## src/rbi_pkg.sv

```systemverilog
package rbi_pkg;

    // Signed Q16.16 value.
    typedef logic signed [31:0] t_q16;

    // Command codes of an input beat.
    typedef logic [1:0] t_cmd;
    localparam t_cmd CMD_IMPULSE = 2'd0;
    localparam t_cmd CMD_DAMP    = 2'd1;
    localparam t_cmd CMD_TICK    = 2'd2;

    // Micro-operations of the shared multiplier path.
    typedef logic [4:0] t_op;
    localparam t_op OP_NOP = 5'd0;
    localparam t_op OP_FX  = 5'd1;   // force x = impulse x * inverse time step
    localparam t_op OP_FY  = 5'd2;   // force y = impulse y * inverse time step
    localparam t_op OP_TQ2 = 5'd3;   // ry * fx, kept unsaturated
    localparam t_op OP_TQ1 = 5'd4;   // rx * fy, minus the term above
    localparam t_op OP_AX  = 5'd5;   // linear acceleration x accumulation
    localparam t_op OP_AY  = 5'd6;   // linear acceleration y accumulation
    localparam t_op OP_AS  = 5'd7;   // angular acceleration accumulation
    localparam t_op OP_DVX = 5'd8;   // damp velocity x
    localparam t_op OP_DVY = 5'd9;   // damp velocity y
    localparam t_op OP_DSP = 5'd10;  // damp spin
    localparam t_op OP_PX  = 5'd11;  // position x integration
    localparam t_op OP_PY  = 5'd12;  // position y integration
    localparam t_op OP_AN  = 5'd13;  // angle integration
    localparam t_op OP_VX  = 5'd14;  // velocity x integration
    localparam t_op OP_VY  = 5'd15;  // velocity y integration
    localparam t_op OP_SP  = 5'd16;  // spin integration

    typedef logic [3:0] t_step;

    // Configuration register contents.
    typedef struct packed {
        logic [30:0] inverse_mass;
        logic [30:0] inverse_inertia;
        logic [30:0] time_step;
        logic [30:0] inverse_time_step;
        logic [16:0] linear_damping_factor;
        logic [16:0] angular_damping_factor;
    } t_cfg;

    // Commands from the controller to the datapath.
    typedef struct packed {
        logic load;
        t_op  op;
        logic clear_accel;
        logic snapshot;
    } t_ctrl;

    // Micro-operation issued at a given step of a command. An operation that
    // reads an earlier result is issued only once that result has passed the
    // product, round and write-back stages.
    function automatic t_op sched_op(input t_cmd cmd, input t_step step);
        t_op op;
        op = OP_NOP;
        case (cmd)
            CMD_IMPULSE: begin
                case (step)
                    4'd0:    op = OP_FX;
                    4'd1:    op = OP_FY;
                    4'd3:    op = OP_TQ2;
                    4'd4:    op = OP_TQ1;
                    4'd5:    op = OP_AX;
                    4'd6:    op = OP_AY;
                    4'd7:    op = OP_AS;
                    default: op = OP_NOP;
                endcase
            end
            CMD_DAMP: begin
                case (step)
                    4'd0:    op = OP_DVX;
                    4'd1:    op = OP_DVY;
                    4'd2:    op = OP_DSP;
                    default: op = OP_NOP;
                endcase
            end
            CMD_TICK: begin
                case (step)
                    4'd0:    op = OP_PX;
                    4'd1:    op = OP_PY;
                    4'd2:    op = OP_AN;
                    4'd3:    op = OP_VX;
                    4'd4:    op = OP_VY;
                    4'd5:    op = OP_SP;
                    default: op = OP_NOP;
                endcase
            end
            default: op = OP_NOP;
        endcase
        return op;
    endfunction

    // Step at which every write-back of a command has landed.
    function automatic t_step sched_last(input t_cmd cmd);
        t_step last;
        case (cmd)
            CMD_IMPULSE: last = 4'd10;
            CMD_DAMP:    last = 4'd5;
            CMD_TICK:    last = 4'd8;
            default:     last = 4'd0;
        endcase
        return last;
    endfunction

    // Saturate a wide signed value to the signed 32-bit range.
    function automatic t_q16 sat32(input logic signed [48:0] v);
        t_q16 r;
        if ((&v[48:31]) || !(|v[48:31])) begin
            r = v[31:0];
        end else if (v[48]) begin
            r = 32'sh8000_0000;
        end else begin
            r = 32'sh7FFF_FFFF;
        end
        return r;
    endfunction

    // Saturating addition of two Q16.16 values.
    function automatic t_q16 sadd(input t_q16 a, input t_q16 b);
        logic signed [32:0] s;
        s = {a[31], a} + {b[31], b};
        return sat32({{16{s[32]}}, s});
    endfunction

endpackage

```

## src/rbi_ctrl.sv

```systemverilog
module rbi_ctrl (
    input  logic           i_clk,
    input  logic           i_rst_n,
    input  logic           i_in_valid,
    input  rbi_pkg::t_cmd  i_cmd,
    input  logic           i_out_ready,
    output logic           o_in_ready,
    output logic           o_out_valid,
    output rbi_pkg::t_ctrl o_ctrl
);
    import rbi_pkg::*;

    localparam logic ST_IDLE = 1'b0;
    localparam logic ST_RUN  = 1'b1;

    logic  r_state;
    logic  n_state;
    t_cmd  r_cmd;
    t_cmd  n_cmd;
    t_step r_step;
    t_step n_step;
    logic  r_out_valid;
    logic  n_out_valid;
    logic  w_out_free;
    logic  w_last;

    assign w_out_free  = !r_out_valid || i_out_ready;
    assign w_last      = (r_step == sched_last(r_cmd));
    assign o_in_ready  = (r_state == ST_IDLE);
    assign o_out_valid = r_out_valid;

    // Sequencer: step through the schedule of the current command, then
    // hand the state to the output register once it is free.
    always_comb begin
        n_state            = r_state;
        n_cmd              = r_cmd;
        n_step             = r_step;
        o_ctrl.load        = 1'b0;
        o_ctrl.op          = OP_NOP;
        o_ctrl.clear_accel = 1'b0;
        o_ctrl.snapshot    = 1'b0;
        case (r_state)
            ST_IDLE: begin
                if (i_in_valid) begin
                    o_ctrl.load = 1'b1;
                    n_cmd       = i_cmd;
                    n_step      = '0;
                    n_state     = ST_RUN;
                end
            end
            ST_RUN: begin
                o_ctrl.op = sched_op(r_cmd, r_step);
                if (w_last) begin
                    if (w_out_free) begin
                        o_ctrl.snapshot    = 1'b1;
                        o_ctrl.clear_accel = (r_cmd == CMD_TICK);
                        n_state            = ST_IDLE;
                    end
                end else begin
                    n_step = r_step + 4'd1;
                end
            end
            default: n_state = ST_IDLE;
        endcase
    end

    // Output beat valid flag.
    always_comb begin
        n_out_valid = r_out_valid;
        if (o_ctrl.snapshot) begin
            n_out_valid = 1'b1;
        end else if (i_out_ready) begin
            n_out_valid = 1'b0;
        end
    end

    always_ff @(posedge i_clk) begin
        if (!i_rst_n) begin
            r_state     <= ST_IDLE;
            r_cmd       <= CMD_IMPULSE;
            r_step      <= '0;
            r_out_valid <= 1'b0;
        end else begin
            r_state     <= n_state;
            r_cmd       <= n_cmd;
            r_step      <= n_step;
            r_out_valid <= n_out_valid;
        end
    end

endmodule

```

## config.mk

```make
export PLATFORM = sky130hd
export DESIGN_NAME = rbi_ctrl
export DESIGN_NICKNAME = d
export VERILOG_FILES = /design/src/rbi_pkg.sv /design/src/rbi_ctrl.sv
export SDC_FILE = /design/constraint.sdc
export NUM_CORES = 1
export LEC_CHECK = 0
export ABC_AREA = 1
export BUFFER_PORTS_ARGS = -buffer_cell sky130_fd_sc_hd__buf_2
export CORE_MARGIN = 8
export CORE_UTILIZATION = 51
export DETAILED_ROUTE_END_ITERATION = 7
export HOLD_SLACK_MARGIN = 0.03
export PLACE_DENSITY = 0.79
export SLEW_MARGIN = 20
export SYNTH_ARGS = -nofsm -noshare
export SYNTH_HDL_FRONTEND = slang
export SYNTH_SLANG_ARGS = --single-unit
```

## constraint.sdc

```tcl
create_clock -name i_clk -period 1.7 [get_ports i_clk]
set_input_delay 0.34 -clock i_clk [delete_from_list [all_inputs] [get_ports i_clk]]
set_output_delay 0.34 -clock i_clk [all_outputs]
set_load 0.1 [all_outputs]
```

==> key figures, run 1 <==
Floorplan
  – Initial cell density of the core: 53.4%
  – Die Wd: 52.7 microns
  – IO Pins: 16
  – Rows: 13
  – Die Ht: 52.7 microns

CTS
  – Clk buf depth: 2
  – CTS root buffer: clkbuf_4
  – Hold buffers post-CTS: 0
  – Clock buffer count from CTS: 3
  – H-tree depth: 1
  – CTS sink count: 8

Run status
  – Error Message: [ERROR DPL-0033] detailed placement checks failed during check placement.
  – Status: aborted with a tool error
  – Failing step: 5_1_grt

Synth
  – Prevailing post-synth register cell: dfxtp_1
  – Yosys cell types: 22
  – Syn Area/Cell: roughly 6 sq um
  – Synth warnings: 0
  – Top cell type's share of synthesized area: 23.4%
  – Commonest cells in the netlist: 23 x nand2_1, 19 x inv_1, 15 x nor2_1
  – Fraction of registers with async set or reset after synthesis: 0%
  – Post-Synthesis Cell Area: 686 sq um
  – Syn_nets: 124
  – Post-synthesis sequential area ratio: 23.4%
  – Most common cell in the netlist: nand2_1
  – Synth top area cells: dfxtp_1 23%, nand2_1 13%, inv_1 10%
  – Leading area contributor after synthesis: dfxtp_1
  – Mapped Cells: 114
  – #FFs+latches synth: 8
  – Post-synth EDFFs: 0

Place
  – Port bufs: 15
  – Post-placement cell count: 154
  – Placer Congestion: roughly 0.87
  – HPWL after DPL: 1480 microns

GRT
  – Initial antenna violation count: 0
  – Pin count of the biggest net entering global routing: 9

Timing
  – GRT worst endpoint: o_ctrl[2]
  – WEP type: output port
==> cell families after synthesis <==
group / count (synthesis) / share of synthesized area [%]
DFF: 8 / 23.4
xor gates and xnor gates: 2 / 2.56
adders and majority gates: 4 / 7.30
buffers and inverters: 25 / 15.5
AOI/OAI and AO/OA: 23 / 18.1
and+or+nand+nor: 52 / 33.2
==> stage by stage <==
step                area, sq um  setup TNS (ps)  setup slack, ps
detailed placement         1030            -675             -190
floorplan                   741           -2790             -509
global placement           1030            -257            -69.2
CTS                        1120           -1880             -316
==> what timing repair did <==
action,CTS
setup buffers,3
gates resized for setup,22
pin swaps,12
setup endpoints to repair,7
==> inputs of run 2 (changes only) <==
- CORE_AREA: unset -> 8 8 69 71
- CORE_MARGIN: 8 -> unset
- CORE_UTILIZATION: 51 -> unset
- DIE_AREA: unset -> 0 0 77 79
- HOLD_SLACK_MARGIN: 0.03 -> unset
- PLACE_DENSITY: 0.79 -> unset
- PLACE_DENSITY_LB_ADDON: unset -> 0.15
==> run 2 against run 1 <==
The flow now finishes, with violations (negative setup slack). Synthesized cell count is the same. Area after synthesis unchanged.
==> key figures, run 2 <==
Timing
  – Max Freq: about 0.52 GHz
  – Final Hold Violating Endpoints: 0
  – Min Hold Slack: 361 ps
  – Worst Tran Pin Value: 488 ps
  – Final setup violation count: 7
  – Skew final: 1.91 ps
  – Unrepaired setup endpoints after global routing: yes
  – Minimum clock period: 1930 ps
  – Max_slew headroom: 67.7%
  – Max-slew violation count: 0
  – Tcrit/Tclk final: 113%
  – Final worst-path setup slack: -226 ps

Setup path
  – Critical path capture point type: output port
  – Crit Reg-Reg Startpoint: r_step[0]
  – Reg-to-reg slack, setup: ~340 ps
  – FF-to-FF path depth: 9
  – Type of origin of the critical path: register
  – CP Data Arrival Time: 1590 ps
  – R2R Path End: r_state
  – Critical Path Start: r_step[0]
  – WS Path Type: reg2out
  – WP data required: 1360 ps
  – Crit-path max FO: 5

CTS
  – Clock buffer count from CTS: 3
  – Clock latency on the worst-skew pair: around 230 ps
  – Clk buf depth: 2
  – Hold buffers post-CTS: 0
  – CTS root buffer: clkbuf_8
  – CTS tree: yes
  – Clock transition at path regs: 40 ps
  – CTS sink count: 8
  – H-tree depth: 1

Cells and area
  – Top Registers: r_step: 4 flops, r_cmd: 2 flops
  – Layout cells sized above 1: 56.4%
  – Sequential cell area: 181 sq um
  – Most used cells in the layout excluding fill and tap cells: 20 x buf_4, 19 x nand2_1, 11 x inv_1, 11 x a21oi_1
  – # fillers: 418
  – Commonest non-fill, non-tap cell in the layout: buf_4
  – Finished Core Util: ~34%
  – Antenna cells: 0
  – Final nets: around 160
  – Multi-input gate area: roughly 570 sq um
  – Reg with most FFs: r_step
  – Max FFs per register: 4
  – Area grow syn2layout: 90.0%

Floorplan
  – Die footprint: slightly above 6000 sq um
  – Initial cell density of the core: 18.1%
  – Die Ht: between 70 and 80 microns
  – Core ar.: 3800 sq um
  – IO Pins: 16
  – Rows: 23
  – Die Wd: 77 microns

Run status
  – Status: finished, violations left
  – Failing checks: negative setup slack

GRT
  – Overflow after GRT: 0
  – Initial antenna violation count: 0
  – Pin count of the biggest net entering global routing: 9
  – Vias in the first global route: a little over 800
  – GRT Total Usage: around 7.2%
  – Global-route wire length before repair: approximately 3600 microns

Power and ir drop
  – Peak supply drop: 0.158 mV
  – Leakage: 0.579 nW
  – Pwr/cell area: roughly 610 nW/um^2

Worst hold path
  – Worst hold path depth: 3
  – Min-Delay Endpoint: r_step[0]
  – Start point of the worst min-delay path: i_rst_n
  – Worst Hold Class: in2reg

Synth
  – Post-synth EDFFs: 0
  – Post-synthesis sequential area ratio: 23.4%
  – Top cell type's share of synthesized area: 23.4%
  – Post-Synthesis Cell Area: 686 sq um
  – Synth warnings: 0
  – Syn Area/Cell: between 6 and 7 sq um
  – Leading area contributor after synthesis: dfxtp_1
  – Yosys cell types: 22
  – Commonest cells in the netlist: 23 x nand2_1, 19 x inv_1, 15 x nor2_1
  – Synth top area cells: dfxtp_1 23%, nand2_1 13%, inv_1 10%
  – Syn_nets: 124
  – #FFs+latches synth: 8
  – Mapped Cells: ~110
  – Most common cell in the netlist: nand2_1
  – Fraction of registers with async set or reset after synthesis: 0%
  – Prevailing post-synth register cell: dfxtp_1

Flow run
  – Number of max-cap violations: 0

Detailed routing
  – Wire per inst: 10.4 microns
  – Final ANT Viol Nets: 0
  – Drt drc: 0
  – Drt total wl: a little over 2000 microns
  – Vias/cell: 4.10
  – Pre-antenna DRT Iters: 4
  – Via count: around 800
  – Initial drt markers: 19

Place
  – Port bufs: 15
  – Placer Congestion: 0.845
  – HPWL after DPL: ~1600 microns
-- run 2: cell counts after synthesis --
Identical to the previous run, type by type.
-- run 2: critical path, stage by stage, from the launching register on --
cell     delay, ps
dfxtp_4        380
ha_4           180
buf_4          130
o21ai_1        170
a31oi_1        100
o21a_1         220
buf_12         170
-- run 2: what timing repair did --
item | in CTS | in global routing
endpoints found under the setup margin | 7 | 7
pin swaps | 14 | 7
setup buffers | 2 | 1
gates resized for setup | 35 | 13
-- run 2: area by class of cell --
| type | count | share of cell area (%) |
|---|---|---|
| Clock buffer | 3 | 3.17 |
| Sequential cell | 8 | 13.9 |
| Timing Repair Buffer | 36 | 27.4 |
| Inverter | 21 | 6.63 |
| Multi-Input combinational cell | 81 | 44.1 |
| Tap cell | 50 | 4.80 |
-- run 2: kinds of logic (layout without fill, tap and decap cells) --
logic type	after synthesis	count (layout)	share of synthesized area (%)
simple gates	52	52	33.2
fa+ha+maj	4	4	7.30
xor+xnor	2	2	2.56
compound gates	23	23	18.1
flops	8	8	23.4
buf+inv	25	60	15.5
-- run 2: power breakdown --
part / switching (mW) / internal (mW)
Sequential: 0.0224 / 0.196
Clock: 0.0795 / 0.154
Combinational: 0.210 / 0.130
-- run 2: how the worst max path moves through the flow --
stage,endpoint,cells after the start
after floorplan,o_ctrl[6],3
after global placement,o_ctrl[2],9
after detailed placement,o_ctrl[2],9
after CTS,o_ctrl[5],7
after global routing,o_ctrl[5],9
final,o_ctrl[4],6
-- run 2: layer usage --
metal	share of wire [%]	GRT usage, %	vias to the layer above
met1	39	7.18	365
met5	0	0	-
met4	3.1	4.91	0
met2	56	13.5	14
li1	-	-	430
met3	2.0	1.02	7
-- run 2: metrics by stage --
step                      std cells  setup WS, ps  cell area (sq um)  setup TNS, ps  total power [mW]
after floorplan                 114          -509                741          -2790             0.414
after global placement          193          -224               1100           -570             0.521
after detailed placement        193          -169               1100           -459             0.519
after CTS                       198          -252               1250          -1320             0.783
after global routing            199          -332               1300          -1900             0.843
final                           199          -226               1300          -1270             0.792
Power figures use the tool's default switching activity.
