==> src/rbi_pkg.sv <==
package rbi_pkg;

    // Signed Q16.16 value.
    typedef logic signed [31:0] t_q16;

    // Command codes of an input beat.
    typedef logic [1:0] t_cmd;
    localparam t_cmd CMD_IMPULSE = 2'd0;
    localparam t_cmd CMD_DAMP    = 2'd1;
    localparam t_cmd CMD_TICK    = 2'd2;

    // Micro-operations of the shared multiplier path.
    typedef logic [4:0] t_op;
    localparam t_op OP_NOP = 5'd0;
    localparam t_op OP_FX  = 5'd1;   // force x = impulse x * inverse time step
    localparam t_op OP_FY  = 5'd2;   // force y = impulse y * inverse time step
    localparam t_op OP_TQ2 = 5'd3;   // ry * fx, kept unsaturated
    localparam t_op OP_TQ1 = 5'd4;   // rx * fy, minus the term above
    localparam t_op OP_AX  = 5'd5;   // linear acceleration x accumulation
    localparam t_op OP_AY  = 5'd6;   // linear acceleration y accumulation
    localparam t_op OP_AS  = 5'd7;   // angular acceleration accumulation
    localparam t_op OP_DVX = 5'd8;   // damp velocity x
    localparam t_op OP_DVY = 5'd9;   // damp velocity y
    localparam t_op OP_DSP = 5'd10;  // damp spin
    localparam t_op OP_PX  = 5'd11;  // position x integration
    localparam t_op OP_PY  = 5'd12;  // position y integration
    localparam t_op OP_AN  = 5'd13;  // angle integration
    localparam t_op OP_VX  = 5'd14;  // velocity x integration
    localparam t_op OP_VY  = 5'd15;  // velocity y integration
    localparam t_op OP_SP  = 5'd16;  // spin integration

    typedef logic [3:0] t_step;

    // Configuration register contents.
    typedef struct packed {
        logic [30:0] inverse_mass;
        logic [30:0] inverse_inertia;
        logic [30:0] time_step;
        logic [30:0] inverse_time_step;
        logic [16:0] linear_damping_factor;
        logic [16:0] angular_damping_factor;
    } t_cfg;

    // Commands from the controller to the datapath.
    typedef struct packed {
        logic load;
        t_op  op;
        logic clear_accel;
        logic snapshot;
    } t_ctrl;

    // Micro-operation issued at a given step of a command. An operation that
    // reads an earlier result is issued only once that result has passed the
    // product, round and write-back stages.
    function automatic t_op sched_op(input t_cmd cmd, input t_step step);
        t_op op;
        op = OP_NOP;
        case (cmd)
            CMD_IMPULSE: begin
                case (step)
                    4'd0:    op = OP_FX;
                    4'd1:    op = OP_FY;
                    4'd3:    op = OP_TQ2;
                    4'd4:    op = OP_TQ1;
                    4'd5:    op = OP_AX;
                    4'd6:    op = OP_AY;
                    4'd7:    op = OP_AS;
                    default: op = OP_NOP;
                endcase
            end
            CMD_DAMP: begin
                case (step)
                    4'd0:    op = OP_DVX;
                    4'd1:    op = OP_DVY;
                    4'd2:    op = OP_DSP;
                    default: op = OP_NOP;
                endcase
            end
            CMD_TICK: begin
                case (step)
                    4'd0:    op = OP_PX;
                    4'd1:    op = OP_PY;
                    4'd2:    op = OP_AN;
                    4'd3:    op = OP_VX;
                    4'd4:    op = OP_VY;
                    4'd5:    op = OP_SP;
                    default: op = OP_NOP;
                endcase
            end
            default: op = OP_NOP;
        endcase
        return op;
    endfunction

    // Step at which every write-back of a command has landed.
    function automatic t_step sched_last(input t_cmd cmd);
        t_step last;
        case (cmd)
            CMD_IMPULSE: last = 4'd10;
            CMD_DAMP:    last = 4'd5;
            CMD_TICK:    last = 4'd8;
            default:     last = 4'd0;
        endcase
        return last;
    endfunction

    // Saturate a wide signed value to the signed 32-bit range.
    function automatic t_q16 sat32(input logic signed [48:0] v);
        t_q16 r;
        if ((&v[48:31]) || !(|v[48:31])) begin
            r = v[31:0];
        end else if (v[48]) begin
            r = 32'sh8000_0000;
        end else begin
            r = 32'sh7FFF_FFFF;
        end
        return r;
    endfunction

    // Saturating addition of two Q16.16 values.
    function automatic t_q16 sadd(input t_q16 a, input t_q16 b);
        logic signed [32:0] s;
        s = {a[31], a} + {b[31], b};
        return sat32({{16{s[32]}}, s});
    endfunction

endpackage

==> src/rbi_dp.sv <==
module rbi_dp (
    input  logic           i_clk,
    input  logic           i_rst_n,
    input  rbi_pkg::t_cfg  i_cfg,
    input  rbi_pkg::t_ctrl i_ctrl,
    input  rbi_pkg::t_q16  i_impact_x,
    input  rbi_pkg::t_q16  i_impact_y,
    input  rbi_pkg::t_q16  i_impulse_x,
    input  rbi_pkg::t_q16  i_impulse_y,
    output rbi_pkg::t_q16  o_position_x,
    output rbi_pkg::t_q16  o_position_y,
    output rbi_pkg::t_q16  o_angle,
    output rbi_pkg::t_q16  o_velocity_x,
    output rbi_pkg::t_q16  o_velocity_y,
    output rbi_pkg::t_q16  o_spin_rate
);
    import rbi_pkg::*;

    // Body state.
    t_q16 r_pos_x, r_pos_y, r_angle;
    t_q16 r_vel_x, r_vel_y, r_spin;
    t_q16 r_acc_x, r_acc_y, r_spin_acc;

    // Captured input beat and intermediate results.
    t_q16 r_rx, r_ry, r_ix, r_iy;
    t_q16 r_fx, r_fy, r_torque;
    logic signed [47:0] r_tmp;

    // Multiplier pipeline.
    t_q16               w_a;
    t_q16               w_b;
    logic signed [63:0] w_prod;
    logic signed [63:0] r_prod;
    logic signed [63:0] w_biased;
    logic signed [47:0] r_rnd;
    t_op                r_op_p;
    t_op                r_op_r;
    t_q16               w_q;
    logic signed [48:0] w_tq;

    // Output register.
    t_q16 r_out_px, r_out_py, r_out_an, r_out_vx, r_out_vy, r_out_sp;

    // Damping multipliers, one minus the clamped factor.
    logic [16:0] w_lin_k;
    logic [16:0] w_ang_k;

    assign w_lin_k = (i_cfg.linear_damping_factor > 17'd65536) ? 17'd0
                   : 17'd65536 - i_cfg.linear_damping_factor;
    assign w_ang_k = (i_cfg.angular_damping_factor > 17'd65536) ? 17'd0
                   : 17'd65536 - i_cfg.angular_damping_factor;

    // Operand selection for the issued micro-operation.
    always_comb begin
        case (i_ctrl.op)
            OP_FX:   begin w_a = r_ix;     w_b = {1'b0, i_cfg.inverse_time_step}; end
            OP_FY:   begin w_a = r_iy;     w_b = {1'b0, i_cfg.inverse_time_step}; end
            OP_TQ2:  begin w_a = r_ry;     w_b = r_fx;                            end
            OP_TQ1:  begin w_a = r_rx;     w_b = r_fy;                            end
            OP_AX:   begin w_a = r_fx;     w_b = {1'b0, i_cfg.inverse_mass};      end
            OP_AY:   begin w_a = r_fy;     w_b = {1'b0, i_cfg.inverse_mass};      end
            OP_AS:   begin w_a = r_torque; w_b = {1'b0, i_cfg.inverse_inertia};   end
            OP_DVX:  begin w_a = r_vel_x;  w_b = {15'd0, w_lin_k};                end
            OP_DVY:  begin w_a = r_vel_y;  w_b = {15'd0, w_lin_k};                end
            OP_DSP:  begin w_a = r_spin;   w_b = {15'd0, w_ang_k};                end
            OP_PX:   begin w_a = r_vel_x;  w_b = {1'b0, i_cfg.time_step};         end
            OP_PY:   begin w_a = r_vel_y;  w_b = {1'b0, i_cfg.time_step};         end
            OP_AN:   begin w_a = r_spin;   w_b = {1'b0, i_cfg.time_step};         end
            OP_VX:   begin w_a = r_acc_x;  w_b = {1'b0, i_cfg.time_step};         end
            OP_VY:   begin w_a = r_acc_y;  w_b = {1'b0, i_cfg.time_step};         end
            OP_SP:   begin w_a = r_spin_acc; w_b = {1'b0, i_cfg.time_step};       end
            default: begin w_a = '0;       w_b = '0;                              end
        endcase
    end

    // Product, then round to nearest with ties upward.
    assign w_prod   = w_a * w_b;
    assign w_biased = r_prod + 64'sd32768;
    assign w_q      = sat32({r_rnd[47], r_rnd});
    assign w_tq     = {r_rnd[47], r_rnd} - {r_tmp[47], r_tmp};

    always_ff @(posedge i_clk) begin
        r_prod <= w_prod;
        r_rnd  <= w_biased[63:16];
    end

    // Operation tags follow the data through the pipeline.
    always_ff @(posedge i_clk) begin
        if (!i_rst_n) begin
            r_op_p <= OP_NOP;
            r_op_r <= OP_NOP;
        end else begin
            r_op_p <= i_ctrl.op;
            r_op_r <= r_op_p;
        end
    end

    // Input capture and intermediate write-back.
    always_ff @(posedge i_clk) begin
        if (i_ctrl.load) begin
            r_rx <= i_impact_x;
            r_ry <= i_impact_y;
            r_ix <= i_impulse_x;
            r_iy <= i_impulse_y;
        end
        case (r_op_r)
            OP_FX:   r_fx     <= w_q;
            OP_FY:   r_fy     <= w_q;
            OP_TQ2:  r_tmp    <= r_rnd;
            OP_TQ1:  r_torque <= sat32(w_tq);
            default: ;
        endcase
    end

    // Body state write-back.
    always_ff @(posedge i_clk) begin
        if (!i_rst_n) begin
            r_pos_x    <= '0;
            r_pos_y    <= '0;
            r_angle    <= '0;
            r_vel_x    <= '0;
            r_vel_y    <= '0;
            r_spin     <= '0;
            r_acc_x    <= '0;
            r_acc_y    <= '0;
            r_spin_acc <= '0;
        end else begin
            case (r_op_r)
                OP_AX:   r_acc_x    <= sadd(r_acc_x, w_q);
                OP_AY:   r_acc_y    <= sadd(r_acc_y, w_q);
                OP_AS:   r_spin_acc <= sadd(r_spin_acc, w_q);
                OP_DVX:  r_vel_x    <= w_q;
                OP_DVY:  r_vel_y    <= w_q;
                OP_DSP:  r_spin     <= w_q;
                OP_PX:   r_pos_x    <= sadd(r_pos_x, w_q);
                OP_PY:   r_pos_y    <= sadd(r_pos_y, w_q);
                OP_AN:   r_angle    <= sadd(r_angle, w_q);
                OP_VX:   r_vel_x    <= sadd(r_vel_x, w_q);
                OP_VY:   r_vel_y    <= sadd(r_vel_y, w_q);
                OP_SP:   r_spin     <= sadd(r_spin, w_q);
                default: ;
            endcase
            if (i_ctrl.clear_accel) begin
                r_acc_x    <= '0;
                r_acc_y    <= '0;
                r_spin_acc <= '0;
            end
        end
    end

    // Output register, loaded once all write-backs of an item have landed.
    always_ff @(posedge i_clk) begin
        if (i_ctrl.snapshot) begin
            r_out_px <= r_pos_x;
            r_out_py <= r_pos_y;
            r_out_an <= r_angle;
            r_out_vx <= r_vel_x;
            r_out_vy <= r_vel_y;
            r_out_sp <= r_spin;
        end
    end

    assign o_position_x = r_out_px;
    assign o_position_y = r_out_py;
    assign o_angle      = r_out_an;
    assign o_velocity_x = r_out_vx;
    assign o_velocity_y = r_out_vy;
    assign o_spin_rate  = r_out_sp;

endmodule

==> config.mk <==
export PLATFORM = sky130hd
export DESIGN_NAME = rbi_dp
export DESIGN_NICKNAME = d
export VERILOG_FILES = /design/src/rbi_pkg.sv /design/src/rbi_dp.sv
export SDC_FILE = /design/constraint.sdc
export NUM_CORES = 2
export LEC_CHECK = 0
export BUFFER_PORTS_ARGS = -buffer_cell sky130_fd_sc_hd__buf_2
export CORE_ASPECT_RATIO = 0.7
export CORE_UTILIZATION = 55
export DETAILED_ROUTE_END_ITERATION = 16
export PLACE_DENSITY = 0.87
export SETUP_SLACK_MARGIN = 0.02
export SYNTH_ARGS = -nofsm -noshare
export SYNTH_HDL_FRONTEND = slang
export SYNTH_SLANG_ARGS = --single-unit
==> constraint.sdc <==
create_clock -name i_clk -period 12.45 [get_ports i_clk]
set_input_delay 3.1125 -clock i_clk [delete_from_list [all_inputs] [get_ports i_clk]]
set_output_delay 3.1125 -clock i_clk [all_outputs]
set_load 0.01 [all_outputs]
==> flow_metrics.env <==
export IMPL_die_area_mm2=0.156
export IMPL_cp_start_kind="input pin"
export IMPL_muxShareOfSynthArea=0.00947
export IMPL_drcViolationCount=0
export IMPL_final_cell_mix="inv_1, fa_1, nor2_1, buf_4, nand2_1"
export IMPL_ys_flop_type="edfxtp_1"
export IMPL_crit_arrival_ns=12.98
export IMPL_setup_tns_ns=0
export IMPL_slew_viol_final=19
export IMPL_grt_pass1_wl_um=536000
export IMPL_place_congestion=1.13
export IMPL_fin_crit_sh=0.992
export IMPL_hold_depth=1
export IMPL_htreeDepth=3
export IMPL_hp_start="r_op_p[3]"
export IMPL_antenna_found_initial=70
export IMPL_cts_clk_slew_worst_paths_ns=0.07
export IMPL_clk_path_buf_depth=3
export IMPL_row_count=120
export IMPL_outcome="complete, but fails checks"
export IMPL_grt_use_total=0.480
export IMPL_overflow=0
export IMPL_synth_compound_area_share=0.147
export IMPL_dp_cells=12100
export IMPL_top_register="r_prod"
export IMPL_synthArstFlopShare=0
export IMPL_cp_slowest_cell="a22oi_1"
export IMPL_post_dp_cell_area_mm2=0.0969
export IMPL_clockRootBuffer="clkbuf_16"
export IMPL_cts_buffers=82
export IMPL_coreArea_mm2=0.153
export IMPL_path_class="in -> reg"
export IMPL_crit_fanout=8
export IMPL_irDropWorstVdd_mv=0.276
export IMPL_finClkSkew_ns=0.0477
export IMPL_yosys_area_share_adder=0.342
export IMPL_grt_max_degree=112
export IMPL_syn_avg_cell_area_um2=9.42
export IMPL_first_pass_iters=10
export IMPL_syn_to_final_growth_pct=18.1
export IMPL_largest_register_ffs=49
export IMPL_io_pins=488
export IMPL_fin_area_mm2=0.101
export IMPL_synthSimpleGateAreaFrac=0.128
export IMPL_port_buffers=487
export IMPL_synth_net_count=10900
export IMPL_synth_xor_area_share=0.0436
export IMPL_crit_top_cell="fa_1"
export IMPL_max_freq_mhz=81.0
export IMPL_power_density_mw_per_mm2=172
export IMPL_routedWlPerCell_um=30.8
export IMPL_min_period_ns=12.35
export IMPL_die_y_um=331
export IMPL_dieWidth_um=472
export IMPL_nFillCells=12000
export IMPL_worstMarginPinSlew_ns=1.68
export IMPL_via_per_inst=6.36
export IMPL_cp_end_kind="flop"
export IMPL_cts_tree="built"
export IMPL_setup_viol=0
export IMPL_synth_cell_types=94
export IMPL_drive_gt1_frac=0.173
export IMPL_route_vias_total=78300
export IMPL_detail_route_antenna_nets=0
export IMPL_drv_cap=2
export IMPL_ys_seq_elements=859
export IMPL_crit_required_ns=13.08
export IMPL_insertion_delay_ns=0.75
export IMPL_reg_top3="r_prod: 49 flops, r_rnd: 48 flops, r_tmp: 48 flops"
export IMPL_cp_slowest_stage_delay_ns=0.68
export IMPL_final_nets=12000
export IMPL_synth_top_family_by_area="adder cells"
export IMPL_instances_no_fill=12300
export IMPL_grt_pass1_vias=75200
export IMPL_drt_total_wl_um=379000
export IMPL_yosys_warnings=0
export IMPL_hpwlAfterDp_um=311000
export IMPL_holdPathEnd="r_op_r[3]"
export IMPL_clock_sinks=859
export IMPL_synth_edf_count=464
export IMPL_r2r_end="r_prod[55]"
export IMPL_leakagePower_uw=0.0468
export IMPL_utilization=0.656
export IMPL_violations="capacitance limit, slew limit"
export IMPL_hp_class="reg -> reg"
export IMPL_slew_headroom=-0.128
export IMPL_first_iter_violations=11600
export IMPL_final_hold_viol_count=0
export IMPL_start_util=0.556
export IMPL_r2r_slack_ns=2.96
export IMPL_ff2ff_path_depth=33
export IMPL_synthCells=9042
export IMPL_r2r_start="r_ry[21]"
export IMPL_seq_area_frac_synth=0.256
export IMPL_netlist_area_mm2=0.0852
export IMPL_final_common_cell="inv_1"
-- worst max-delay path by stage --
stage               slack [ns]  cells after the start         end  startpoint
floorplan                 0.01                     43  r_prod[56]   i_ctrl[4]
global placement         -0.74                     36  r_prod[56]   i_ctrl[2]
detailed placement       -0.98                     35  r_prod[63]   i_ctrl[2]
CTS                       0.02                     36  r_prod[62]   i_ctrl[2]
global route             -0.01                     37  r_prod[62]   i_ctrl[6]
finish                    0.10                     39  r_prod[55]   i_ctrl[5]
-- layer usage --
metal  routed length (um)  track usage
met1               149000        0.688
met2               145000        0.623
met3                59900        0.177
met4                24700        0.258
met5                   94            0
-- critical path, delay by kind of cell --
family / cells / cell delay, ns
AND/OR/NAND/NOR: 6 / 1.48
XOR/XNOR: 1 / 0.11
AO/OA/AOI/OAI: 9 / 2.39
buffers and inverters: 14 / 1.75
adder cells (fa/ha/maj): 9 / 4.11
-- layout make-up --
class / count / area (um2) / area share
Clock inverter: 50 / 648 / 0.00645
Antenna cell: 57 / 143 / 0.00142
Sequential cell: 859 / 21800 / 0.217
Clock buffer: 104 / 2300 / 0.0228
Inverter: 1238 / 4650 / 0.0463
Multi-Input combinational cell: 6526 / 57800 / 0.575
Timing Repair Buffer: 1398 / 10500 / 0.105
Tap cell: 2074 / 2590 / 0.0258
-- where the power goes --
group	internal [uW]	total, uW	switching (uW)
sequential	3430	3970	543
combinational	3990	10500	6540
clock	1560	2830	1270
total	8980	17300	8350
-- kinds of logic after synthesis --
logic type,after synthesis
xor+xnor,424
compound gates,1933
fa+ha+maj,1689
buf+inv,1657
mux,80
flops,859
simple gates,2400
-- per-stage QoR --
| stage | total power, uW | worst slack, ns | hold WS (ns) |
|---|---|---|---|
| finish | 17300 | 0.100 | 0.440 |
| global route | 18100 | -0.0146 | 0.457 |
| CTS | 16800 | 0.0218 | 0.439 |
| detailed placement | 14000 | -0.979 | 0.426 |
| global placement | 13700 | -0.739 | 0.414 |
| floorplan | 9780 | 0.0142 | 0.409 |
-- Yosys cell counts, drive strengths merged, types with 20 or more instances --
cell    instances  share of area
inv          1237          0.055
fa           1092           0.26
nor2          959          0.042
nand2         689          0.030
a21oi         590          0.035
ha            518          0.076
edfxtp        464           0.16
dfxtp         395          0.093
o21ai         375          0.022
clkbuf        366          0.016
xnor2         270          0.028
a21o          210          0.019
a22oi         178          0.016
xor2          154          0.016
nand2b        127         0.0093
nand3         115         0.0068
maj3           79         0.0093
nor3           78         0.0046
mux2i          75         0.0088
nor2b          70         0.0051
nand4          65         0.0048
and2           58         0.0043
and3           56         0.0041
o21bai         54         0.0048
buf            53         0.0030
a31oi          49         0.0036
o21a           48         0.0042
a211oi         44         0.0039
or2            43         0.0032
and4           39         0.0040
a221oi         34         0.0035
o31ai          32         0.0029
o211ai         31         0.0027
o22ai          30         0.0022
o221a          28         0.0037
or3            27         0.0020
nor4           24         0.0018
a221o          23         0.0027
a311oi         23         0.0024
a21boi         21         0.0019
a32oi          20         0.0021
-- what timing repair did --
| item | 4_1_cts | 5_1_grt |
|---|---|---|
| cloned | 0 | 3 |
| hold buffers | 0 | 0 |
| buffers inserted | 0 | 20 |
| pin swaps | 1 | 17 |
| setup endpoints to repair | 9 | 20 |
| resized for setup | 7 | 67 |
(Power assumes the default switching activity.)
