**src/rbi_pkg.sv**
```systemverilog
package rbi_pkg;

    // Signed Q16.16 value.
    typedef logic signed [31:0] t_q16;

    // Command codes of an input beat.
    typedef logic [1:0] t_cmd;
    localparam t_cmd CMD_IMPULSE = 2'd0;
    localparam t_cmd CMD_DAMP    = 2'd1;
    localparam t_cmd CMD_TICK    = 2'd2;

    // Micro-operations of the shared multiplier path.
    typedef logic [4:0] t_op;
    localparam t_op OP_NOP = 5'd0;
    localparam t_op OP_FX  = 5'd1;   // force x = impulse x * inverse time step
    localparam t_op OP_FY  = 5'd2;   // force y = impulse y * inverse time step
    localparam t_op OP_TQ2 = 5'd3;   // ry * fx, kept unsaturated
    localparam t_op OP_TQ1 = 5'd4;   // rx * fy, minus the term above
    localparam t_op OP_AX  = 5'd5;   // linear acceleration x accumulation
    localparam t_op OP_AY  = 5'd6;   // linear acceleration y accumulation
    localparam t_op OP_AS  = 5'd7;   // angular acceleration accumulation
    localparam t_op OP_DVX = 5'd8;   // damp velocity x
    localparam t_op OP_DVY = 5'd9;   // damp velocity y
    localparam t_op OP_DSP = 5'd10;  // damp spin
    localparam t_op OP_PX  = 5'd11;  // position x integration
    localparam t_op OP_PY  = 5'd12;  // position y integration
    localparam t_op OP_AN  = 5'd13;  // angle integration
    localparam t_op OP_VX  = 5'd14;  // velocity x integration
    localparam t_op OP_VY  = 5'd15;  // velocity y integration
    localparam t_op OP_SP  = 5'd16;  // spin integration

    typedef logic [3:0] t_step;

    // Configuration register contents.
    typedef struct packed {
        logic [30:0] inverse_mass;
        logic [30:0] inverse_inertia;
        logic [30:0] time_step;
        logic [30:0] inverse_time_step;
        logic [16:0] linear_damping_factor;
        logic [16:0] angular_damping_factor;
    } t_cfg;

    // Commands from the controller to the datapath.
    typedef struct packed {
        logic load;
        t_op  op;
        logic clear_accel;
        logic snapshot;
    } t_ctrl;

    // Micro-operation issued at a given step of a command. An operation that
    // reads an earlier result is issued only once that result has passed the
    // product, round and write-back stages.
    function automatic t_op sched_op(input t_cmd cmd, input t_step step);
        t_op op;
        op = OP_NOP;
        case (cmd)
            CMD_IMPULSE: begin
                case (step)
                    4'd0:    op = OP_FX;
                    4'd1:    op = OP_FY;
                    4'd3:    op = OP_TQ2;
                    4'd4:    op = OP_TQ1;
                    4'd5:    op = OP_AX;
                    4'd6:    op = OP_AY;
                    4'd7:    op = OP_AS;
                    default: op = OP_NOP;
                endcase
            end
            CMD_DAMP: begin
                case (step)
                    4'd0:    op = OP_DVX;
                    4'd1:    op = OP_DVY;
                    4'd2:    op = OP_DSP;
                    default: op = OP_NOP;
                endcase
            end
            CMD_TICK: begin
                case (step)
                    4'd0:    op = OP_PX;
                    4'd1:    op = OP_PY;
                    4'd2:    op = OP_AN;
                    4'd3:    op = OP_VX;
                    4'd4:    op = OP_VY;
                    4'd5:    op = OP_SP;
                    default: op = OP_NOP;
                endcase
            end
            default: op = OP_NOP;
        endcase
        return op;
    endfunction

    // Step at which every write-back of a command has landed.
    function automatic t_step sched_last(input t_cmd cmd);
        t_step last;
        case (cmd)
            CMD_IMPULSE: last = 4'd10;
            CMD_DAMP:    last = 4'd5;
            CMD_TICK:    last = 4'd8;
            default:     last = 4'd0;
        endcase
        return last;
    endfunction

    // Saturate a wide signed value to the signed 32-bit range.
    function automatic t_q16 sat32(input logic signed [48:0] v);
        t_q16 r;
        if ((&v[48:31]) || !(|v[48:31])) begin
            r = v[31:0];
        end else if (v[48]) begin
            r = 32'sh8000_0000;
        end else begin
            r = 32'sh7FFF_FFFF;
        end
        return r;
    endfunction

    // Saturating addition of two Q16.16 values.
    function automatic t_q16 sadd(input t_q16 a, input t_q16 b);
        logic signed [32:0] s;
        s = {a[31], a} + {b[31], b};
        return sat32({{16{s[32]}}, s});
    endfunction

endpackage

```
**src/rbi_regs.sv**
```systemverilog
module rbi_regs (
    input  logic          i_clk,
    input  logic          i_rst_n,
    input  logic          psel,
    input  logic          penable,
    input  logic          pwrite,
    input  logic [4:0]    paddr,
    input  logic [31:0]   pwdata,
    output logic [31:0]   prdata,
    output logic          pready,
    output rbi_pkg::t_cfg o_cfg
);
    import rbi_pkg::*;

    // Register indexes, at byte address four times the index.
    localparam logic [2:0] REG_INV_MASS    = 3'd0;
    localparam logic [2:0] REG_INV_INERTIA = 3'd1;
    localparam logic [2:0] REG_TIME_STEP   = 3'd2;
    localparam logic [2:0] REG_INV_STEP    = 3'd3;
    localparam logic [2:0] REG_LIN_DAMP    = 3'd4;
    localparam logic [2:0] REG_ANG_DAMP    = 3'd5;

    t_cfg       r_cfg;
    logic       w_wr;
    logic [2:0] w_idx;

    assign w_wr   = psel && penable && pwrite;
    assign w_idx  = paddr[4:2];
    assign pready = 1'b1;
    assign o_cfg  = r_cfg;

    // Register writes in the access phase.
    always_ff @(posedge i_clk) begin
        if (!i_rst_n) begin
            r_cfg.inverse_mass           <= 31'd65536;
            r_cfg.inverse_inertia        <= 31'd65536;
            r_cfg.time_step              <= 31'd1092;
            r_cfg.inverse_time_step      <= 31'd3932160;
            r_cfg.linear_damping_factor  <= 17'd0;
            r_cfg.angular_damping_factor <= 17'd0;
        end else if (w_wr) begin
            case (w_idx)
                REG_INV_MASS:    r_cfg.inverse_mass           <= pwdata[30:0];
                REG_INV_INERTIA: r_cfg.inverse_inertia        <= pwdata[30:0];
                REG_TIME_STEP:   r_cfg.time_step              <= pwdata[30:0];
                REG_INV_STEP:    r_cfg.inverse_time_step      <= pwdata[30:0];
                REG_LIN_DAMP:    r_cfg.linear_damping_factor  <= pwdata[16:0];
                REG_ANG_DAMP:    r_cfg.angular_damping_factor <= pwdata[16:0];
                default: ;
            endcase
        end
    end

    // Read-back of the addressed register.
    always_comb begin
        case (w_idx)
            REG_INV_MASS:    prdata = {1'b0, r_cfg.inverse_mass};
            REG_INV_INERTIA: prdata = {1'b0, r_cfg.inverse_inertia};
            REG_TIME_STEP:   prdata = {1'b0, r_cfg.time_step};
            REG_INV_STEP:    prdata = {1'b0, r_cfg.inverse_time_step};
            REG_LIN_DAMP:    prdata = {15'd0, r_cfg.linear_damping_factor};
            REG_ANG_DAMP:    prdata = {15'd0, r_cfg.angular_damping_factor};
            default:         prdata = 32'd0;
        endcase
    end

endmodule

```
**config.mk**
```make
export PLATFORM = sky130hd
export DESIGN_NAME = rbi_regs
export DESIGN_NICKNAME = d
export VERILOG_FILES = /design/src/rbi_pkg.sv /design/src/rbi_regs.sv
export SDC_FILE = /design/constraint.sdc
export NUM_CORES = 1
export LEC_CHECK = 0
export BUFFER_PORTS_ARGS = -buffer_cell sky130_fd_sc_hd__buf_2
export CAP_MARGIN = 20
export CORE_MARGIN = 8
export CORE_UTILIZATION = 40
export CTS_CLUSTER_SIZE = 12
export DETAILED_ROUTE_END_ITERATION = 16
export MAX_ROUTING_LAYER = met4
export PLACE_DENSITY = 0.77
export SLEW_MARGIN = 10
export SYNTH_ARGS = -nofsm -noshare
export SYNTH_HDL_FRONTEND = slang
export SYNTH_SLANG_ARGS = --single-unit
```
**constraint.sdc**
```tcl
create_clock -name i_clk -period 4.5 [get_ports i_clk]
set_clock_uncertainty 0.2 [all_clocks]
set_input_delay 0 -clock i_clk [delete_from_list [all_inputs] [get_ports i_clk]]
set_output_delay 0 -clock i_clk [all_outputs]
set_load 0.05 [all_outputs]
```
==> metrics.yaml, run 1 <==
rsz0062_at_grt: "no"
io_buffers: 227
antennaDiodeCount: 0
h-tree-depth: 4
viasPerCell: 5.278
drc: 0
area_delta_synth_final_pct: 29.14
cts_buffers: 17
tightest_slew_ns: 1.086
p_leak_nw: 3.993
p_int_w: 0.002287
syn-num-nets: 750
clkPwrFrac_pct: 44.6
grt_first_pass_wirelength_um: 35450
fmax_mhz: 379.0
worstSkewPairLatency_ns: 0.40
track_usage_pct: 21.09
path_clk_slew_ns: 0.06
switchingPower_w: 0.0007621
routabilityCongestion: 0.8279
synthArstFlopShare_pct: 0
ys_ff_latch: 158
clock_sinks: 158
fp.dieH_um: 149.4
critPathLaunchType: "input port"
io_pins: 233
synth_top_flop_cell: "dfxtp_1"
cp-end-kind: "flop"
hold_viol: 0
nets: 979
status: "finished, final reports clean"
num_vias: 6202
row_count: 48
swShare_pct: 24.99
grt_pass1_vias: 6214
critPathMaxStageDelay_ns: 0.86
required_ns: 4.65
min_period_over_period_pct: 58.64
p_total_w: 0.003050
cp_slowest_cell: "or2_1"
dp_hpwl_um: 15680
ir_drop_v: 0.0002479
synth_edf_count: 0
ys.warnings.count: 0
period_needed_ns: 2.639
synthDistinctLibCells: 32
start_util_pct: 41.02
maxSlewHeadroom_pct: 27.40
min_path_type: "input port to flop"
cts_max_path_buffers: 2
grt_start_max_net_pins: 87
cts_tree: "done"
seqPwrFrac_pct: 46.5
wirelength_um: 23130
seq_area_frac_synth_pct: 44.43
fillers: 1583
crit_type: "input port to flop"
largest_reg_flops: 158
cp_max_fo: 15
core-area_um2: 17360
drv_slew: 0
syn_area_per_cell_um2: 10.06
post_cts_buffers: 0
synthCells: 708
report.final.setup_viol: 0
powerDensity_nw_per_um2: 331.7
post_drt_wl_per_cell_um: 19.68
tns_ns: 0
worstPathArrival_ns: 2.79
clockRootBuffer: "clkbuf_16"
drt-initial-drc-count: 365
antenna_found_initial: 0
antenna_left: 0
cap_violations: 0
overflow: 0
combinationalPowerShare_pct: 8.9
path_cells: "buf_2, nand4b_1, or2_1, o211ai_1, dlygate4sd3_1"
layout-drive-gt1-share_pct: 32.84
die_x_um: 149.4
dieArea_um2: 22320
synthesis.area_um2: 7119
drtPass1Iterations: 5
## through the flow
stage | hold WS [ns] | area [um2] | worst slack, ns | util (%) | instances
4_1_cts | 0.2250 | 9194 | 1.865 | 52.97 | 1175
3_5_place_dp | 0.1228 | 8308 | 1.528 | 47.87 | 1110
2_1_floorplan | -0.01689 | 7119 | 2.260 | - | 708
5_1_grt | 0.2679 | 9194 | 1.718 | 52.97 | 1175
3_3_place_gp | 0.1180 | 8308 | 1.622 | 47.87 | 1110
6_report | 0.2381 | 9194 | 1.861 | 52.97 | 1175
## metal layers
metal  wire [um]  part of all wire, %  vias up  global-route usage (%)
met4         509                  2.2        0                   6.966
met2       11480                   50      214                   34.59
met5           0                    0        -                       -
met1        9743                   42     3031                   25.07
met3        1393                  6.0       40                   4.893
li1            -                    -     2917                       -
## synthesized netlist by cell type, types with 5 or more instances
library cell | count | area [um2]
nand2_1 | 181 | 679.4
mux2i_1 | 154 | 1541
o311ai_0 | 8 | 70.07
mux4_2 | 15 | 337.8
buf_4 | 11 | 82.58
and2_1 | 16 | 100.1
inv_1 | 13 | 48.80
nor2b_1 | 5 | 31.28
a32oi_1 | 6 | 52.55
buf_2 | 12 | 60.06
mux2_2 | 28 | 315.3
a22oi_1 | 17 | 127.6
o21ai_0 | 16 | 80.08
o22ai_1 | 5 | 31.28
dfxtp_1 | 158 | 3163
buf_6 | 5 | 56.30
clkbuf_1 | 29 | 108.9
## critical path: cells and delay by family
| kind | cells | cell delay, ns |
|---|---|---|
| AOI/OAI and AO/OA | 1 | 0.32 |
| buffers and inverters | 2 | 0.80 |
| and+or+nand+nor | 2 | 1.65 |
## power by group through the flow
stage / Combinational, W / Clock (W) / Sequential, W
floorplan: 0.000141 / 0 / 0.00148
global route: 0.000292 / 0.00146 / 0.00142
finish: 0.000273 / 0.00136 / 0.00142
detailed placement: 0.000251 / 0 / 0.00145
CTS: 0.000274 / 0.00139 / 0.00142
global placement: 0.000250 / 0 / 0.00145
## cell usage in the layout (no fill, tap or decap), types with 5 or more instances in the layout
cell and n:
buf_2 226, nand2_1 181, dfxtp_1 158, mux2i_1 154, dlygate4sd3_1 33, mux2_2 28
a22oi_1 17, clkbuf_16 17, o21ai_0 16, and2_1 16, mux4_2 15, inv_1 13
o311ai_0 8, buf_4 8, a32oi_1 6, nor2b_1 5, o22ai_1 5, nor2_4 5
clkbuf_1 5
## area by class of cell
type	count	area [um2]	share of cell area, %
clock buffers	24	471.7	5.131
clock inverters	8	83.83	0.9118
inverters	13	48.80	0.5308
multi-input cells	479	3603	39.19
flip-flops and latches	158	3163	34.40
well taps	225	281.5	3.062
repair buffers	268	1541	16.77
## path summary, 6_finish.rpt
check	to	depth (start not counted)	slack, ns	from
hold reg to reg	o_cfg[6]	2	0.26	o_cfg[6]
setup / recovery	o_cfg[143]	5	1.86	paddr[2]
hold / removal	o_cfg[54]	3	0.24	pwrite
setup reg to reg	o_cfg[143]	3	3.06	o_cfg[143]
## cells by family after synthesis
group / synth area share, %
AND/OR/NAND/NOR: 13.15
multiplexers: 30.83
flip-flops: 44.43
buffers and inverters: 5.061
AO/OA/AOI/OAI: 6.432
other: 0.1055
## what timing repair did
item | 4_1_cts | 5_1_grt
hold buffers | 33 | 0
endpoints found under the hold margin | 158 | 0
gates resized for setup | 0 | 0
No activity file was read; power rests on OpenSTA's default activity.
==> run 2: changes to the inputs <==
Settings changed: PLACE_DENSITY 0.77 to 0.79.
Clock period 4.5 ns to 2.15 ns, I/O delays scaled along.
==> metrics.yaml, run 2 (same netlist as run 1, synthesis figures left out) <==
status: "finished, final reports clean"
cts_max_path_buffers: 2
worstSkewPairLatency_ns: 0.41
layout-drive-gt1-share_pct: 34.76
hold-path-cell-count: 4
viasPerCell: 5.254
antenna_left: 0
ir_drop_v: 0.0005156
cts_buffers: 17
powerDensity_nw_per_um2: 716.8
num_vias: 6363
cp-end-kind: "flop"
worstPathArrival_ns: 2.21
cts_tree: "done"
final_common_cell: "buf_2"
clock_sinks: 158
dieArea_um2: 22320
h-tree-depth: 4
fp.dieH_um: 149.4
antenna_found_initial: 2
min_path_type: "input port to flop"
io_buffers: 227
fmax_mhz: 488.5
grt_start_max_net_pins: 47
track_usage_pct: 21.65
hold_viol: 0
min_period_over_period_pct: 95.21
reg2reg_slack_ns: 0.72
core-area_um2: 17360
critPathLaunchType: "input port"
clockRootBuffer: "clkbuf_16"
fin_util_pct: 55.89
cap_violations: 0
timing.rr.start: "o_cfg[52]"
final_cell_mix: "buf_2, nand2_1, dfxtp_1"
drv_slew: 0
tns_ns: 0
drc: 0
p_leak_nw: 4.237
hold_end: "o_cfg[144]"
nets: 1014
path_clk_slew_ns: 0.06
drt-initial-drc-count: 370
reg2regPathDepth: 3
maxSlewHeadroom_pct: 38.38
rr_endpoint: "o_cfg[52]"
grt_first_pass_wirelength_um: 36680
tightest_slew_ns: 0.9210
io_pins: 233
grt_pass1_vias: 6669
row_count: 48
required_ns: 2.31
overflow: 0
dp_hpwl_um: 16900
post_drt_wl_per_cell_um: 20.05
largest_reg_flops: 158
start_util_pct: 41.02
rsz0062_at_grt: "no"
cp_max_fo: 38
wirelength_um: 24280
crit_type: "input port to flop"
holdCritStartpoint: "paddr[3]"
area_delta_synth_final_pct: 36.26
report.final.setup_viol: 0
period_needed_ns: 2.047
die_x_um: 149.4
routabilityCongestion: 0.8155
drtPass1Iterations: 5
run 2: cell types whose count changed in the layout (fill, tap and decap cells not counted), moves of 2 or more:
| cell | previous run | this run |
|---|---|---|
| buf_12 | 1 | 10 |
| buf_4 | 8 | 25 |
| clkinv_4 | 2 | 0 |
| clkbuf_1 | 5 | 2 |
| dlygate4sd3_1 | 33 | 41 |
| bufinv_16 | 1 | 5 |
| o21ai_0 | 16 | 10 |
| o21ai_1 | 0 | 6 |
| diode_2 | 0 | 2 |
run 2: per-stage QoR:
stage	setup slack, ns	total power, W	hold WS, ns	instance area, um2	std cells
6_report	0.1030	0.006954	0.06796	9701	1211
2_1_floorplan	0.06647	0.003404	-0.01689	7119	708
5_1_grt	0.004291	0.007156	0.06533	9701	1211
3_3_place_gp	0.2216	0.003593	0.1102	8615	1137
4_1_cts	0.02632	0.006992	0.03801	9681	1209
3_5_place_dp	0.2245	0.003600	0.1265	8615	1137
run 2: layout make-up:
class | instances | area [um2]
fillers | 1467 | 7656
inverters | 13 | 48.80
clock buffers | 22 | 474.2
well taps | 225 | 281.5
repair buffers | 303 | 1941
flip-flops and latches | 158 | 3163
diodes | 2 | 5.005
clock inverters | 9 | 181.4
multi-input cells | 479 | 3606
run 2: worst max path at each step:
| stage | from | end | slack [ns] | depth (start not counted) |
|---|---|---|---|---|
| after global routing | pwrite | o_cfg[143] | 0.004 | 7 |
| after detailed placement | paddr[4] | prdata[7] | 0.22 | 5 |
| after floorplan | o_cfg[9] | prdata[9] | 0.07 | 2 |
| after global placement | paddr[4] | prdata[14] | 0.22 | 5 |
| after CTS | psel | o_cfg[143] | 0.03 | 7 |
| final | i_rst_n | o_cfg[84] | 0.10 | 6 |
run 2: routing by layer:
metal	vias to the layer above	wire, um	track usage [%]
met1	3076	10230	25.20
met2	247	11740	35.14
met5	-	0	-
met4	0	800	9.238
li1	2985	-	-
met3	55	1516	5.195
run 2: where the power goes:
part           switching (W)  internal (W)  leakage (nW)
combinational       0.000410      0.000216          2.65
clock                0.00120       0.00215         0.309
sequential         0.0000182       0.00295          1.27
total                0.00163       0.00532          4.24
run 2: repair_timing:
action                     4_1_cts  5_1_grt
hold buffers                    41        0
setup buffers                    0        0
setup endpoints to repair        0        2
gates resized for setup          0        5
hold endpoints to repair       158        0
run 2: worst max-delay path, cell delays in order:
cell	delay (ns)
dlygate4sd3_1	0.58
buf_12	0.23
nand2_1	0.09
dlygate4sd3_1	0.59
mux2i_1	0.15
dlygate4sd3_1	0.55
==> run 3: changes to the inputs <==
Settings changed: CORE_UTILIZATION 40 to 46, PLACE_DENSITY 0.79 to 0.88.
==> metrics.yaml, run 3 (same netlist as run 1, synthesis figures left out) <==
status: "complete, but fails checks"
failed_checks: "hold timing"
worstPathArrival_ns: 2.11
drc: 0
dieArea_um2: 19710
die_x_um: 140.4
pre_cts_slack_ns: 0.3661
min_path_type: "input port to flop"
nets: 1007
antenna_left: 0
cp_max_fo: 15
rsz0062_at_grt: "no"
dp_hpwl_um: 16090
cts_tree: "done"
drtPass1Iterations: 6
final_common_cell: "buf_2"
hold_slack_ns: -0.01956
io_buffers: 227
final_cell_mix: "buf_2, nand2_1, dfxtp_1"
path_cells: "dlygate4sd3_1, buf_2, nand4b_1, buf_6, or2_1, buf_6, mux2i_1, dlygate4sd3_1"
row_count: 45
cp_slowest_cell: "dlygate4sd3_1"
io_pins: 233
layout-drive-gt1-share_pct: 34.56
p_total_w: 0.006843
tns_ns: 0
largest_reg_flops: 158
worstSkewPairLatency_ns: 0.42
fp.dieH_um: 140.4
post_cts_buffers: 0
ir_drop_v: 0.0004888
fin_ws_ns: 0.1441
post_drt_wl_per_cell_um: 20.30
period_needed_ns: 2.006
start_util_pct: 47.01
wirelength_um: 23690
critPathMaxStageDelay_ns: 0.57
powerDensity_nw_per_um2: 716.8
clockRootBuffer: "clkbuf_16"
hold-path-cell-count: 4
routabilityCongestion: 0.8374
grt_start_max_net_pins: 78
required_ns: 2.26
grt_pass1_vias: 6611
drt-initial-drc-count: 420
cp-end-kind: "flop"
viasPerCell: 5.533
antenna_found_initial: 1
cts_buffers: 17
crit_type: "input port to flop"
min_period_over_period_pct: 93.30
p_leak_nw: 4.202
track_usage_pct: 24.18
report.final.setup_viol: 0
overflow: 0
h-tree-depth: 4
core-area_um2: 15150
fmax_mhz: 498.5
fillers: 1195
clock_sinks: 158
critPathLaunchType: "input port"
grt_first_pass_wirelength_um: 36670
drv_slew: 0
placed_cells: 1094
num_vias: 6457
stdcell_count: 1167
cts_max_path_buffers: 2
cap_violations: 0
path_clk_slew_ns: 0.06
hold_viol: 1
area_delta_synth_final_pct: 34.09
reg2regPathDepth: 3
run 3: stage by stage:
step | util (%) | hold WS (ns) | instance area, um2
after floorplan | - | -0.01689 | 7119
after global placement | 56.00 | 0.1181 | 8482
after detailed placement | 56.00 | 0.1212 | 8482
after CTS | 63.01 | 0.005799 | 9543
after global routing | 63.03 | 0.005717 | 9547
final | 63.03 | -0.01956 | 9547
run 3: cell type report:
| type | instances | area [um2] | share of cell area (%) |
|---|---|---|---|
| antenna | 1 | 2.502 | 0.02621 |
| inverter | 13 | 48.80 | 0.5111 |
| sequential | 158 | 3163 | 33.13 |
| clock inverter | 12 | 183.9 | 1.927 |
| timing repair buffer | 296 | 1853 | 19.41 |
| multi-input combinational | 479 | 3603 | 37.75 |
| clock buffer | 20 | 456.7 | 4.784 |
| tap | 188 | 235.2 | 2.464 |
run 3: critical path, delay by kind of cell:
family	cells	cell delay (ns)
muxes	1	0.14
buffers and inverters	5	1.59
and+or+nand+nor	2	0.37
run 3: worst paths after layout:
check,slack [ns],start,to
setup / recovery,0.14,pwrite,o_cfg[145]
hold / removal,-0.02,penable,o_cfg[75]
setup reg to reg,0.70,o_cfg[55],o_cfg[55]
hold reg to reg,0.27,o_cfg[133],o_cfg[133]
run 3: where the power goes:
part	total [W]	internal, W	switching [W]
sequential	0.00297	0.00295	0.0000182
combinational	0.000610	0.000206	0.000404
clock	0.00326	0.00202	0.00125
total	0.00684	0.00517	0.00167
run 3: repair_timing:
item / CTS / global route
hold endpoints to repair: 158 / 0
hold buffers: 41 / 0
resized for setup: 0 / 3
endpoints found under the setup margin: 0 / 1
run 3: metal layers:
| metal | routed length [um] | track usage, % | vias up |
|---|---|---|---|
| met4 | 727 | 10.51 | 0 |
| met5 | 0 | - | - |
| met2 | 11300 | 38.74 | 292 |
| li1 | - | - | 2987 |
| met3 | 1653 | 5.063 | 53 |
| met1 | 10010 | 28.98 | 3125 |
